`src/sv/spin_yield_park_backoff_defines.svh`:
```
// ----------------------------------------------------------------------------
// Backoff controller assertion macros
// Shared concurrent check forms, clocked on clock and disabled in reset.
// ----------------------------------------------------------------------------
`ifndef SPIN_YIELD_PARK_BACKOFF_DEFINES_SVH
`define SPIN_YIELD_PARK_BACKOFF_DEFINES_SVH

// same-cycle implication
`define SYPB_ASSERT_NOW(name, ante, cons) \
   name: assert property (@(posedge clock) disable iff (reset) (ante) |-> (cons)) \
      else $error("sypb: same-cycle check failed");

// next-cycle implication
`define SYPB_ASSERT_NEXT(name, ante, cons) \
   name: assert property (@(posedge clock) disable iff (reset) (ante) |=> (cons)) \
      else $error("sypb: next-cycle check failed");

`endif

```
`src/sv/sypb_pkg.sv`:
```
// ----------------------------------------------------------------------------
// Backoff controller package
// Default widths, register indexes, reset values and action codes.
// ----------------------------------------------------------------------------
package sypb_pkg;

   localparam int COUNT_WIDTH_DEFAULT = 16;
   localparam int PARK_WIDTH_DEFAULT  = 40;
   localparam int CSR_INDEX_WIDTH     = 8;
   localparam int ACTION_WIDTH        = 2;

   // register indexes
   localparam logic [CSR_INDEX_WIDTH-1:0] REG_SPIN_LIMIT  = 8'd0;
   localparam logic [CSR_INDEX_WIDTH-1:0] REG_YIELD_LIMIT = 8'd1;
   localparam logic [CSR_INDEX_WIDTH-1:0] REG_PARK_MIN    = 8'd2;
   localparam logic [CSR_INDEX_WIDTH-1:0] REG_PARK_MAX    = 8'd3;

   // reset values, truncated to the configured width where used
   localparam logic [63:0] SPIN_LIMIT_RESET  = 64'd10;
   localparam logic [63:0] YIELD_LIMIT_RESET = 64'd5;
   localparam logic [63:0] PARK_MIN_RESET    = 64'd1000;
   localparam logic [63:0] PARK_MAX_RESET    = 64'd1000000;

   // result actions
   localparam logic [ACTION_WIDTH-1:0] ACT_NONE  = 2'd0;
   localparam logic [ACTION_WIDTH-1:0] ACT_SPIN  = 2'd1;
   localparam logic [ACTION_WIDTH-1:0] ACT_YIELD = 2'd2;
   localparam logic [ACTION_WIDTH-1:0] ACT_PARK  = 2'd3;

endpackage

```
`src/sv/sypb_if.sv`:
```
// ----------------------------------------------------------------------------
// Backoff controller channels
// Valid/ready channels for events, results and register writes.
// ----------------------------------------------------------------------------
interface sypb_req_if;
   logic valid;
   logic ready;
   logic had_work;

   modport source (output valid, output had_work, input ready);
   modport sink   (input valid, input had_work, output ready);
endinterface

interface sypb_rsp_if #(
   parameter int PARK_WIDTH = sypb_pkg::PARK_WIDTH_DEFAULT
);
   logic                                  valid;
   logic                                  ready;
   logic [sypb_pkg::ACTION_WIDTH-1:0]     action;
   logic [PARK_WIDTH-1:0]                 park_ns;

   modport source (output valid, output action, output park_ns, input ready);
   modport sink   (input valid, input action, input park_ns, output ready);
endinterface

interface sypb_csr_if #(
   parameter int DATA_WIDTH = sypb_pkg::PARK_WIDTH_DEFAULT
);
   logic                                  valid;
   logic                                  ready;
   logic [sypb_pkg::CSR_INDEX_WIDTH-1:0]  index;
   logic [DATA_WIDTH-1:0]                 data;

   modport source (output valid, output index, output data, input ready);
   modport sink   (input valid, input index, input data, output ready);
endinterface

```
`src/sv/spin_yield_park_backoff.sv`:
```
// ----------------------------------------------------------------------------
// Spin / yield / park backoff controller
// Exponential backoff for an idle polling loop, one event word per round.
// ----------------------------------------------------------------------------
// Takes one event word per polling round (had_work) and returns exactly one
// result word (action, park_ns) for it. Throughput is one word per clock: the
// whole update is a handful of compares, one increment per counter and a
// one-bit shift of the park period, done between the state registers and a
// single result register. req_if.ready is high while the result register
// is empty or being drained in the same cycle, so a full result register
// only holds off input when the consumer stalls. Register writes take effect
// on the next event; they never touch the phase, the counters or the current
// park period, and are always accepted. The csr data word must be at least
// max(COUNT_WIDTH, PARK_WIDTH) bits wide.
// ----------------------------------------------------------------------------
`include "spin_yield_park_backoff_defines.svh"

module spin_yield_park_backoff #(
   parameter int COUNT_WIDTH = sypb_pkg::COUNT_WIDTH_DEFAULT,
   parameter int PARK_WIDTH  = sypb_pkg::PARK_WIDTH_DEFAULT
) (
   input logic           clock,
   input logic           reset,
   sypb_req_if.sink      req_if,
   sypb_rsp_if.source    rsp_if,
   sypb_csr_if.sink      csr_if
);

   // counters carry one extra bit so they can pass a limit at its maximum
   localparam int CNT_WIDTH = COUNT_WIDTH + 1;

   // phase codes
   localparam logic [1:0] PH_NOT_IDLE = 2'd0;
   localparam logic [1:0] PH_SPIN     = 2'd1;
   localparam logic [1:0] PH_YIELD    = 2'd2;
   localparam logic [1:0] PH_PARK     = 2'd3;

   // configuration
   logic [COUNT_WIDTH-1:0] spin_limit_ff, yield_limit_ff;
   logic [PARK_WIDTH-1:0]  park_min_ff, park_max_ff;

   // backoff state
   logic [1:0]             phase_ff, phase_in;
   logic [CNT_WIDTH-1:0]   spin_count_ff, spin_count_in;
   logic [CNT_WIDTH-1:0]   yield_count_ff, yield_count_in;
   logic [PARK_WIDTH-1:0]  park_period_ff, park_period_in;

   // result register
   logic                               rsp_valid_ff;
   logic [sypb_pkg::ACTION_WIDTH-1:0]  rsp_action_ff, rsp_action_in;
   logic [PARK_WIDTH-1:0]              rsp_park_ff, rsp_park_in;

   logic                   req_take;
   logic [CNT_WIDTH-1:0]   spin_bump, yield_bump;
   logic [PARK_WIDTH:0]    park_twice;

   assign req_if.ready   = !rsp_valid_ff || rsp_if.ready;
   assign req_take       = req_if.valid && req_if.ready;
   assign csr_if.ready   = 1'b1;

   assign rsp_if.valid   = rsp_valid_ff;
   assign rsp_if.action  = rsp_action_ff;
   assign rsp_if.park_ns = rsp_park_ff;

   // saturating increments; doubling kept at full precision
   assign spin_bump  = (spin_count_ff == '1) ? spin_count_ff :
                       spin_count_ff + CNT_WIDTH'(1);
   assign yield_bump = (yield_count_ff == '1) ? yield_count_ff :
                       yield_count_ff + CNT_WIDTH'(1);
   assign park_twice = {park_period_ff, 1'b0};

   always_comb begin
      phase_in       = phase_ff;
      spin_count_in  = spin_count_ff;
      yield_count_in = yield_count_ff;
      park_period_in = park_period_ff;
      rsp_action_in  = sypb_pkg::ACT_NONE;
      rsp_park_in    = '0;
      if (req_if.had_work) begin
         // work done: back to not idle, silent
         phase_in       = PH_NOT_IDLE;
         spin_count_in  = '0;
         yield_count_in = '0;
         park_period_in = park_min_ff;
      end else begin
         unique case (phase_ff)
            PH_NOT_IDLE: begin
               phase_in      = PH_SPIN;
               spin_count_in = spin_bump;
            end
            PH_SPIN: begin
               rsp_action_in = sypb_pkg::ACT_SPIN;
               spin_count_in = spin_bump;
               if (spin_bump > {1'b0, spin_limit_ff}) begin
                  phase_in       = PH_YIELD;
                  yield_count_in = '0;
               end
            end
            PH_YIELD: begin
               yield_count_in = yield_bump;
               // the round that passes the limit is silent
               if (yield_bump > {1'b0, yield_limit_ff}) begin
                  phase_in       = PH_PARK;
                  park_period_in = park_min_ff;
               end else begin
                  rsp_action_in = sypb_pkg::ACT_YIELD;
               end
            end
            default: begin
               rsp_action_in  = sypb_pkg::ACT_PARK;
               rsp_park_in    = park_period_ff;
               park_period_in = (park_twice < {1'b0, park_max_ff}) ?
                                park_twice[PARK_WIDTH-1:0] : park_max_ff;
            end
         endcase
      end
   end

   // register file
   always_ff @(posedge clock) begin
      if (reset) begin
         spin_limit_ff  <= COUNT_WIDTH'(sypb_pkg::SPIN_LIMIT_RESET);
         yield_limit_ff <= COUNT_WIDTH'(sypb_pkg::YIELD_LIMIT_RESET);
         park_min_ff    <= PARK_WIDTH'(sypb_pkg::PARK_MIN_RESET);
         park_max_ff    <= PARK_WIDTH'(sypb_pkg::PARK_MAX_RESET);
      end else if (csr_if.valid) begin
         unique case (csr_if.index)
            sypb_pkg::REG_SPIN_LIMIT:  spin_limit_ff  <= csr_if.data[COUNT_WIDTH-1:0];
            sypb_pkg::REG_YIELD_LIMIT: yield_limit_ff <= csr_if.data[COUNT_WIDTH-1:0];
            sypb_pkg::REG_PARK_MIN:    park_min_ff    <= csr_if.data[PARK_WIDTH-1:0];
            sypb_pkg::REG_PARK_MAX:    park_max_ff    <= csr_if.data[PARK_WIDTH-1:0];
            default: begin
               // unknown index: ignored
            end
         endcase
      end
   end

   // backoff state, advanced once per accepted event word
   always_ff @(posedge clock) begin
      if (reset) begin
         phase_ff       <= PH_NOT_IDLE;
         spin_count_ff  <= '0;
         yield_count_ff <= '0;
         park_period_ff <= PARK_WIDTH'(sypb_pkg::PARK_MIN_RESET);
      end else if (req_take) begin
         phase_ff       <= phase_in;
         spin_count_ff  <= spin_count_in;
         yield_count_ff <= yield_count_in;
         park_period_ff <= park_period_in;
      end
   end

   // result register
   always_ff @(posedge clock) begin
      if (reset) begin
         rsp_valid_ff <= 1'b0;
      end else if (req_if.ready) begin
         rsp_valid_ff <= req_if.valid;
      end
   end

   always_ff @(posedge clock) begin
      if (req_take) begin
         rsp_action_ff <= rsp_action_in;
         rsp_park_ff   <= rsp_park_in;
      end
   end

   // checks
   `SYPB_ASSERT_NEXT(a_work_clears, req_take && req_if.had_work,
      phase_ff == PH_NOT_IDLE && spin_count_ff == '0 && yield_count_ff == '0)
   `SYPB_ASSERT_NEXT(a_spin_hint, req_take && !req_if.had_work && phase_ff == PH_SPIN,
      rsp_valid_ff && rsp_action_ff == sypb_pkg::ACT_SPIN)
   `SYPB_ASSERT_NOW(a_park_len_only_on_park,
      rsp_valid_ff && rsp_action_ff != sypb_pkg::ACT_PARK, rsp_park_ff == '0)
   `SYPB_ASSERT_NOW(a_park_entry_from_yield,
      phase_ff == PH_PARK && $past(phase_ff) != PH_PARK, $past(phase_ff) == PH_YIELD)

endmodule
```
`src/flat_wrapper.sv`:
```
// flat-port wrapper written by rule: the top's interface ports become plain ports
module spin_yield_park_backoff_flat 
#(
   parameter int COUNT_WIDTH = sypb_pkg::COUNT_WIDTH_DEFAULT,
   parameter int PARK_WIDTH  = sypb_pkg::PARK_WIDTH_DEFAULT
)
  (clock, reset, req_if_valid, req_if_had_work, req_if_ready, rsp_if_valid, rsp_if_action, rsp_if_park_ns, rsp_if_ready, csr_if_valid, csr_if_index, csr_if_data, csr_if_ready);
  sypb_req_if req_if_i ();
  sypb_rsp_if #(.PARK_WIDTH(PARK_WIDTH)) rsp_if_i ();
  sypb_csr_if csr_if_i ();
  input logic clock;
  input logic reset;
  input wire logic [$bits(req_if_i.valid)-1:0] req_if_valid;
  input wire logic [$bits(req_if_i.had_work)-1:0] req_if_had_work;
  output wire logic [$bits(req_if_i.ready)-1:0] req_if_ready;
  output wire logic [$bits(rsp_if_i.valid)-1:0] rsp_if_valid;
  output wire logic [$bits(rsp_if_i.action)-1:0] rsp_if_action;
  output wire logic [$bits(rsp_if_i.park_ns)-1:0] rsp_if_park_ns;
  input wire logic [$bits(rsp_if_i.ready)-1:0] rsp_if_ready;
  input wire logic [$bits(csr_if_i.valid)-1:0] csr_if_valid;
  input wire logic [$bits(csr_if_i.index)-1:0] csr_if_index;
  input wire logic [$bits(csr_if_i.data)-1:0] csr_if_data;
  output wire logic [$bits(csr_if_i.ready)-1:0] csr_if_ready;
  assign req_if_i.valid = req_if_valid;
  assign req_if_i.had_work = req_if_had_work;
  assign req_if_ready = req_if_i.ready;
  assign rsp_if_valid = rsp_if_i.valid;
  assign rsp_if_action = rsp_if_i.action;
  assign rsp_if_park_ns = rsp_if_i.park_ns;
  assign rsp_if_i.ready = rsp_if_ready;
  assign csr_if_i.valid = csr_if_valid;
  assign csr_if_i.index = csr_if_index;
  assign csr_if_i.data = csr_if_data;
  assign csr_if_ready = csr_if_i.ready;
  spin_yield_park_backoff #(.COUNT_WIDTH(COUNT_WIDTH), .PARK_WIDTH(PARK_WIDTH)) u_core (.clock(clock), .reset(reset), .req_if(req_if_i), .rsp_if(rsp_if_i), .csr_if(csr_if_i));
endmodule
```
`config.mk`:
```
export PLATFORM = sky130hd
export DESIGN_NAME = spin_yield_park_backoff_flat
export DESIGN_NICKNAME = d
export VERILOG_FILES = /design/src/sv/sypb_pkg.sv /design/src/sv/sypb_if.sv /design/src/sv/spin_yield_park_backoff.sv /design/src/flat_wrapper.sv
export VERILOG_INCLUDE_DIRS = /design/src /design/src/sv
export SDC_FILE = /design/constraint.sdc
export NUM_CORES = 1
export LEC_CHECK = 0
export ABC_AREA = 1
export BUFFER_PORTS_ARGS = -buffer_cell sky130_fd_sc_hd__buf_2
export CELL_PAD_IN_SITES_DETAIL_PLACEMENT = 0
export CELL_PAD_IN_SITES_GLOBAL_PLACEMENT = 1
export CORE_UTILIZATION = 44
export DETAILED_ROUTE_END_ITERATION = 8
export HOLD_SLACK_MARGIN = 0.05
export PLACE_DENSITY = 0.88
export RECOVER_POWER = 50
export SETUP_SLACK_MARGIN = 0.4
export SYNTH_ARGS = -nofsm -noshare
export SYNTH_HDL_FRONTEND = slang
export SYNTH_SLANG_ARGS = --single-unit
export TNS_END_PERCENT = 10
```
`constraint.sdc`:
```
create_clock -name clock -period 3.4 [get_ports clock]
set_clock_uncertainty 0.05 [all_clocks]
set_input_delay 0 -clock clock [delete_from_list [all_inputs] [get_ports clock]]
set_output_delay 0 -clock clock [all_outputs]
set_load 0.005 [all_outputs]
```
# Yosys cells after proc, flatten, opt, wreduce, memory -nomap -nowiden
# Index checks and enable logic that the tools add are counted.
# W data, S select, Z words.
# op_classes
n_mux	17
shift	0
order_cmp	3
reduce_logical	18
multipliers	0
eq_ne	10
addsub	2
n_div	0
bitwise	0
# op_table
cell	count
$mux W40	3
$mux W17	6
$pmux W40 S2	1
$lt A41 B40 Y1	1
$add A17 B1 Y17 const B	2
$eq A17 B17 Y1 const B	2
$gt A17 B16 Y1	2
$pmux W17 S2	1
$eq A8 B2 Y1 const B	2
$pmux W2 S3	2
$reduce_and A2 Y1	5
$eq A8 B1 Y1 const B	1
$logic_not A8 Y1	1
$mux W2	4
$ne A3 B2 Y1 const B	2
$reduce_and A3 Y1	2
$reduce_and A4 Y1	1
$reduce_bool A4 Y1	1
$reduce_or A4 Y1	1
$reduce_bool A3 Y1	1
$eq A2 B1 Y1 const B	1
$eq A2 B2 Y1 const B	1
$logic_not A2 Y1	1
$ne A2 B1 Y1 const B	1
5 further kinds	5
# word_totals
n_memories	0
output_inout_bits	45
latch_bits	0
in_bits	54
elab_cells	61
ramBits	0
ff_bits	231
mem_bits_ro	0

# Logic depth before layout (Yosys ltp)
# depth
depth_word	6
mapped_depth	27
mapped_depth_nobuf	26

# Least setup slack after synthesis
# No wires, ideal clock.
# synth_path
path_kind	register to register
from	reg u_core.yield_count_ff[0]
to	reg u_core.park_period_ff[12]
t_arrival_ns	2.864
setup_slack_ns	0.373
stages_incl_launch_ff	25
synth_period_minus_slack_ns	3.027
setup_ns	0.114
t_required_ns	3.236
path_buffers	3
path_cell_list	dfxtp_1 > ha_1 > nand3_2 > inv_1 > nand2_1 > nor2_1 > nand2_1 > clkbuf_1 > nand2_1 > ha_1 > nand2_1 > nor2_1 > nand3b_1 > nand3_1 > nand2_1 > nand2_1 > nand2_1 > nand2_1 > nand2_1 > nand2_1 > buf_2 > buf_4 > nand3_1 > a21oi_1 > nor2_1
# synth_via
elab_chain_len	5
word_cells_on_any_way	6
classes_between	add/sub (1); order compare (1); eq/ne (2); mux (1); reduce/logical (1)
# synth_lines
element	line	source
start, declared	spin_yield_park_backoff.sv:45	logic [CNT_WIDTH-1:0] yield_count_ff, yield_count_in;
start signal, assigned	spin_yield_park_backoff.sv:149	yield_count_ff <= yield_count_in;
$add A17 B1 Y17 or $eq A17 B17 Y1 (tied branches)	spin_yield_park_backoff.sv:69, spin_yield_park_backoff.sv:68	
$mux W17 (*)	spin_yield_park_backoff.sv:68	assign yield_bump = (yield_count_ff == '1) ? yield_count_ff :
$gt A17 B16 Y1 (*)	spin_yield_park_backoff.sv:102	if (yield_bump > {1'b0, yield_limit_ff}) begin
$ne A3 B2 Y1 (no line) (*)	n/a	
$reduce_and A3 Y1 (no line) (*)	n/a	
end signal, assigned	spin_yield_park_backoff.sv:145	park_period_ff <= PARK_WIDTH'(sypb_pkg::PARK_MIN_RESET);
end signal, assigned	spin_yield_park_backoff.sv:150	park_period_ff <= park_period_in;
end, declared	spin_yield_park_backoff.sv:46	logic [PARK_WIDTH-1:0] park_period_ff, park_period_in;
# Mark *: on every way between the ends. The rest lies on a longest branch, timed or not.
# A chain may end at the register's enable or synchronous reset.

# Final worst setup path
# layout_path
from	reg u_core.spin_count_ff[0]
to	reg u_core.yield_count_ff[11]
# layout_via
elab_chain_len	5
word_cells_on_any_way	6
classes_between	add/sub (1); order compare (1); eq/ne (2); mux (1); reduce/logical (1)
# layout_lines
element	line	source
start, declared	spin_yield_park_backoff.sv:44	logic [CNT_WIDTH-1:0] spin_count_ff, spin_count_in;
start signal, assigned	spin_yield_park_backoff.sv:148	spin_count_ff <= spin_count_in;
$add A17 B1 Y17 or $eq A17 B17 Y1 (tied branches)	spin_yield_park_backoff.sv:67, spin_yield_park_backoff.sv:66	
$mux W17 (*)	spin_yield_park_backoff.sv:66	assign spin_bump = (spin_count_ff == '1) ? spin_count_ff :
$gt A17 B16 Y1 (*)	spin_yield_park_backoff.sv:94	if (spin_bump > {1'b0, spin_limit_ff}) begin
$ne A3 B2 Y1 (no line) (*)	n/a	
$reduce_and A3 Y1 (no line) (*)	n/a	
# Marked as above.

==> impl_metrics.toml <==
[run_status]
status = "finished, violations left"
failed_checks = "capacitance limit, slew limit"

[power]
sw_frac_of_total_pct = 29.95
powerDensity_nw_per_um2 = 502.7
p_switching_uw = 2255
p_int_uw = 5275
cellLeakagePower_uw = 0.006657
finalPower_uw = 7531
pwr-share-seq_pct = 39.7
peakVddDrop_mv = 0.3536
pwr-share-clk_pct = 39.0
comb_power_share_pct = 21.3

[timing]
worstMarginPinSlew_ns = 1.841
fin_crit_sh_pct = 94.41
hold_viol = 0
maxSlewViolCount = 39
fin_crit_ns = 3.210
fin_setup_tns_ns = 0
timing.fmax_mhz = 311.5
setup_viol = 0
rsz0062_at_grt = "true"
relSlewSlack_pct = -22.72

[synth]
synthArstFlopShare_pct = 0
ys_ff_latch = 231
synth_edf_count = 42
yosysUniqueCellTypes = 41
synthesis.area_sq_um = 12180
yosys_warnings = 0
synth_ff_type = "dfxtp_1"
synth_cells = 1675
syn_nets = 1806
synth.avg_cell_area_sq_um = 7.272
ys_seq_area_share_pct = 41.42

[clocking]
clock_latency_ns = 0.54
numClockSinks = 231
path_clk_slew_ns = 0.06
cts_tree = "built"
cts_buffer_depth = 3
cts_buffers = 27
clock-root-buffer = "clkbuf_16"
htree_levels = 1

[floorplanning]
ios = 99
die_h_um = 168.4
core_sq_um = 27030
initial_core_util_pct = 45.07
dieArea_sq_um = 28350
die_width_um = 168.4
rows = 60

[drt]
drt-initial-drc-count = 876
wl_per_cell_um = 15.96
vias_per_cell = 5.280
drtPass1Iterations = 5
drc = 0
postRouteAntennaNets = 0
vias = 11520
wl_um = 34830

[critical_path]
worst-r2r-cell-count = 22
timing_worst_setup_path_type = "reg -> reg"
crit_path_end_kind = "register"
r2r_slack_ns = 0.19
rr_endpoint = "u_core.yield_count_ff[11]"
crit_path_start_kind = "register"
arrival_ns = 3.59
crit_path_max_fanout = 8
crit_required_ns = 3.78
timing.rr.start = "u_core.spin_count_ff[0]"

[worst_hold_path]
min_to = "u_core.phase_ff[1]"
min_path_cells = 6
hold_class = "in -> reg"
worstHoldStart = "req_if_valid"

[finish]
most-common-layout-cells = "346 x nand2_1, 187 x nor2_1, 185 x inv_1"
layout-drive-gt1-share_pct = 13.96
area_growth_pct = 23.00
final_util_pct = 55.44
final_common_cell = "nand2_1"
antennaDiodeCount = 0
finalNetCount = 1951
n_fill_cell = 2629

[global_route]
grt_use_total_pct = 24.26
grt_start_max_net_pins = 55
grt_pass1_vias = 11020
grt-ovfl-total = 0
antenna_found_initial = 1
grt_pass1_wl_um = 55720

[place]
portBuffers = 97
hpwlAfterDp_um = 22000
gp_congestion = 0.8611

[run]
maxCapViolations = 1
sequential cells by signal (all words and copies together) (netlist names), 2 cells and up:
register and count:
u_core.park_max_ff 40, u_core.park_min_ff 40, u_core.park_period_ff 40, u_core.rsp_if.park_ns 40
u_core.spin_count_ff 17, u_core.yield_count_ff 17, u_core.spin_limit_ff 16, u_core.yield_limit_ff 16
u_core.phase_ff 2, u_core.rsp_if.action 2
metal layers:
| metal | part of all wire (%) | vias to the layer above | wire length [um] | track usage (%) |
|---|---|---|---|---|
| met2 | 48 | 358 | 16580 | 42.31 |
| met4 | 2.3 | 0 | 818 | 6.798 |
| li1 | - | 5783 | - | - |
| met3 | 5.2 | 60 | 1821 | 3.150 |
| met1 | 45 | 5319 | 15600 | 31.34 |
| met5 | 0 | - | 0 | 0 |
cell type report:
type / instances / area [sq um] / share of cell area [%]
clock buffers: 38 / 788.3 / 5.261
clock inverters: 12 / 118.9 / 0.7934
multi-input cells: 1158 / 6259 / 41.77
well taps: 341 / 426.7 / 2.848
repair buffers: 206 / 1590 / 10.61
inverters: 196 / 742.0 / 4.952
flip-flops and latches: 231 / 5057 / 33.76
worst max-delay path, stage by stage (launching register included):
cell and delay (ns):
dfxtp_4 0.36, ha_4 0.15, nand3_4 0.10, nor3_4 0.17, nand3_2 0.15, nor2_4 0.14, buf_6 0.11, buf_6 0.08
a21oi_2 0.05, xor2_1 0.24, ha_1 0.30, buf_6 0.13, a211oi_2 0.20, nand2_1 0.07, nand2_1 0.07, nand2_2 0.06
nand2_4 0.10, nand2_8 0.10, buf_6 0.16, nand3_4 0.13, nand2_1 0.08, inv_1 0.06, nor2_1 0.04
Yosys cell counts, types with 24 or more instances:
library cell | count | area (sq um)
nand2_1 | 363 | 1363
nor2_1 | 195 | 732.0
inv_1 | 191 | 716.9
dfxtp_1 | 189 | 3784
a21oi_1 | 186 | 930.9
o21ai_0 | 104 | 520.5
ha_1 | 77 | 963.4
nand3_1 | 67 | 335.3
nand4_1 | 66 | 412.9
clkbuf_1 | 59 | 221.5
edfxtp_1 | 42 | 1261
buf_2 | 24 | 120.1
power by group through the flow:
stage | logic [uW] | registers (uW) | clock network, uW
2_1_floorplan | 1040 | 3030 | 0
6_report | 1600 | 2990 | 2940
5_1_grt | 1790 | 3000 | 3100
3_3_place_gp | 1440 | 3040 | 0
4_1_cts | 1560 | 2990 | 3000
3_5_place_dp | 1460 | 3050 | 0
through the flow:
| stage | setup WS [ns] | hold slack (ns) | cell area [sq um] | cells |
|---|---|---|---|---|
| floorplan | 0.4792 | 0.05160 | 12180 | 1675 |
| global placement | 0.009742 | 0.1848 | 13000 | 2053 |
| detailed placement | -0.1020 | 0.1902 | 13000 | 2053 |
| CTS | 0.2506 | 0.06246 | 14810 | 2176 |
| global route | -0.01929 | 0.09879 | 14980 | 2182 |
| finish | 0.1901 | 0.05700 | 14980 | 2182 |
cells by family (layout without fill, tap and decap cells):
family | after synthesis | after routing | share of synthesized area (%)
and+or+nand+nor | 734 | 737 | 25.83
AOI/OAI and AO/OA | 319 | 319 | 13.67
buffers and inverters | 289 | 452 | 9.399
DFF | 231 | 231 | 41.42
adders and majority gates | 77 | 77 | 7.910
xor gates and xnor gates | 23 | 23 | 1.654
other | 1 | 1 | 0.03079
muxes | 1 | 1 | 0.08218
what timing repair did:
| item | CTS | global route |
|---|---|---|
| setup buffers | 13 | 4 |
| setup endpoints to repair | 60 | 60 |
| cloned | 4 | 2 |
| resized for setup | 39 | 43 |
| hold buffers | 56 | 0 |
| endpoints found under the hold margin | 141 | 0 |
| pin swaps | 17 | 25 |
how the worst max path moves through the flow:
stage,from,to,slack [ns],cells after the start
floorplan,u_core.yield_count_ff[0],u_core.park_period_ff[12],0.48,24
global placement,u_core.spin_count_ff[0],u_core.yield_count_ff[2],0.01,24
detailed placement,u_core.spin_count_ff[1],u_core.yield_count_ff[14],-0.10,24
CTS,u_core.yield_count_ff[1],u_core.park_period_ff[0],0.25,22
global route,u_core.spin_count_ff[0],u_core.yield_count_ff[2],-0.02,22
finish,u_core.spin_count_ff[0],u_core.yield_count_ff[11],0.19,22
No activity file was read; power rests on OpenSTA's default activity.
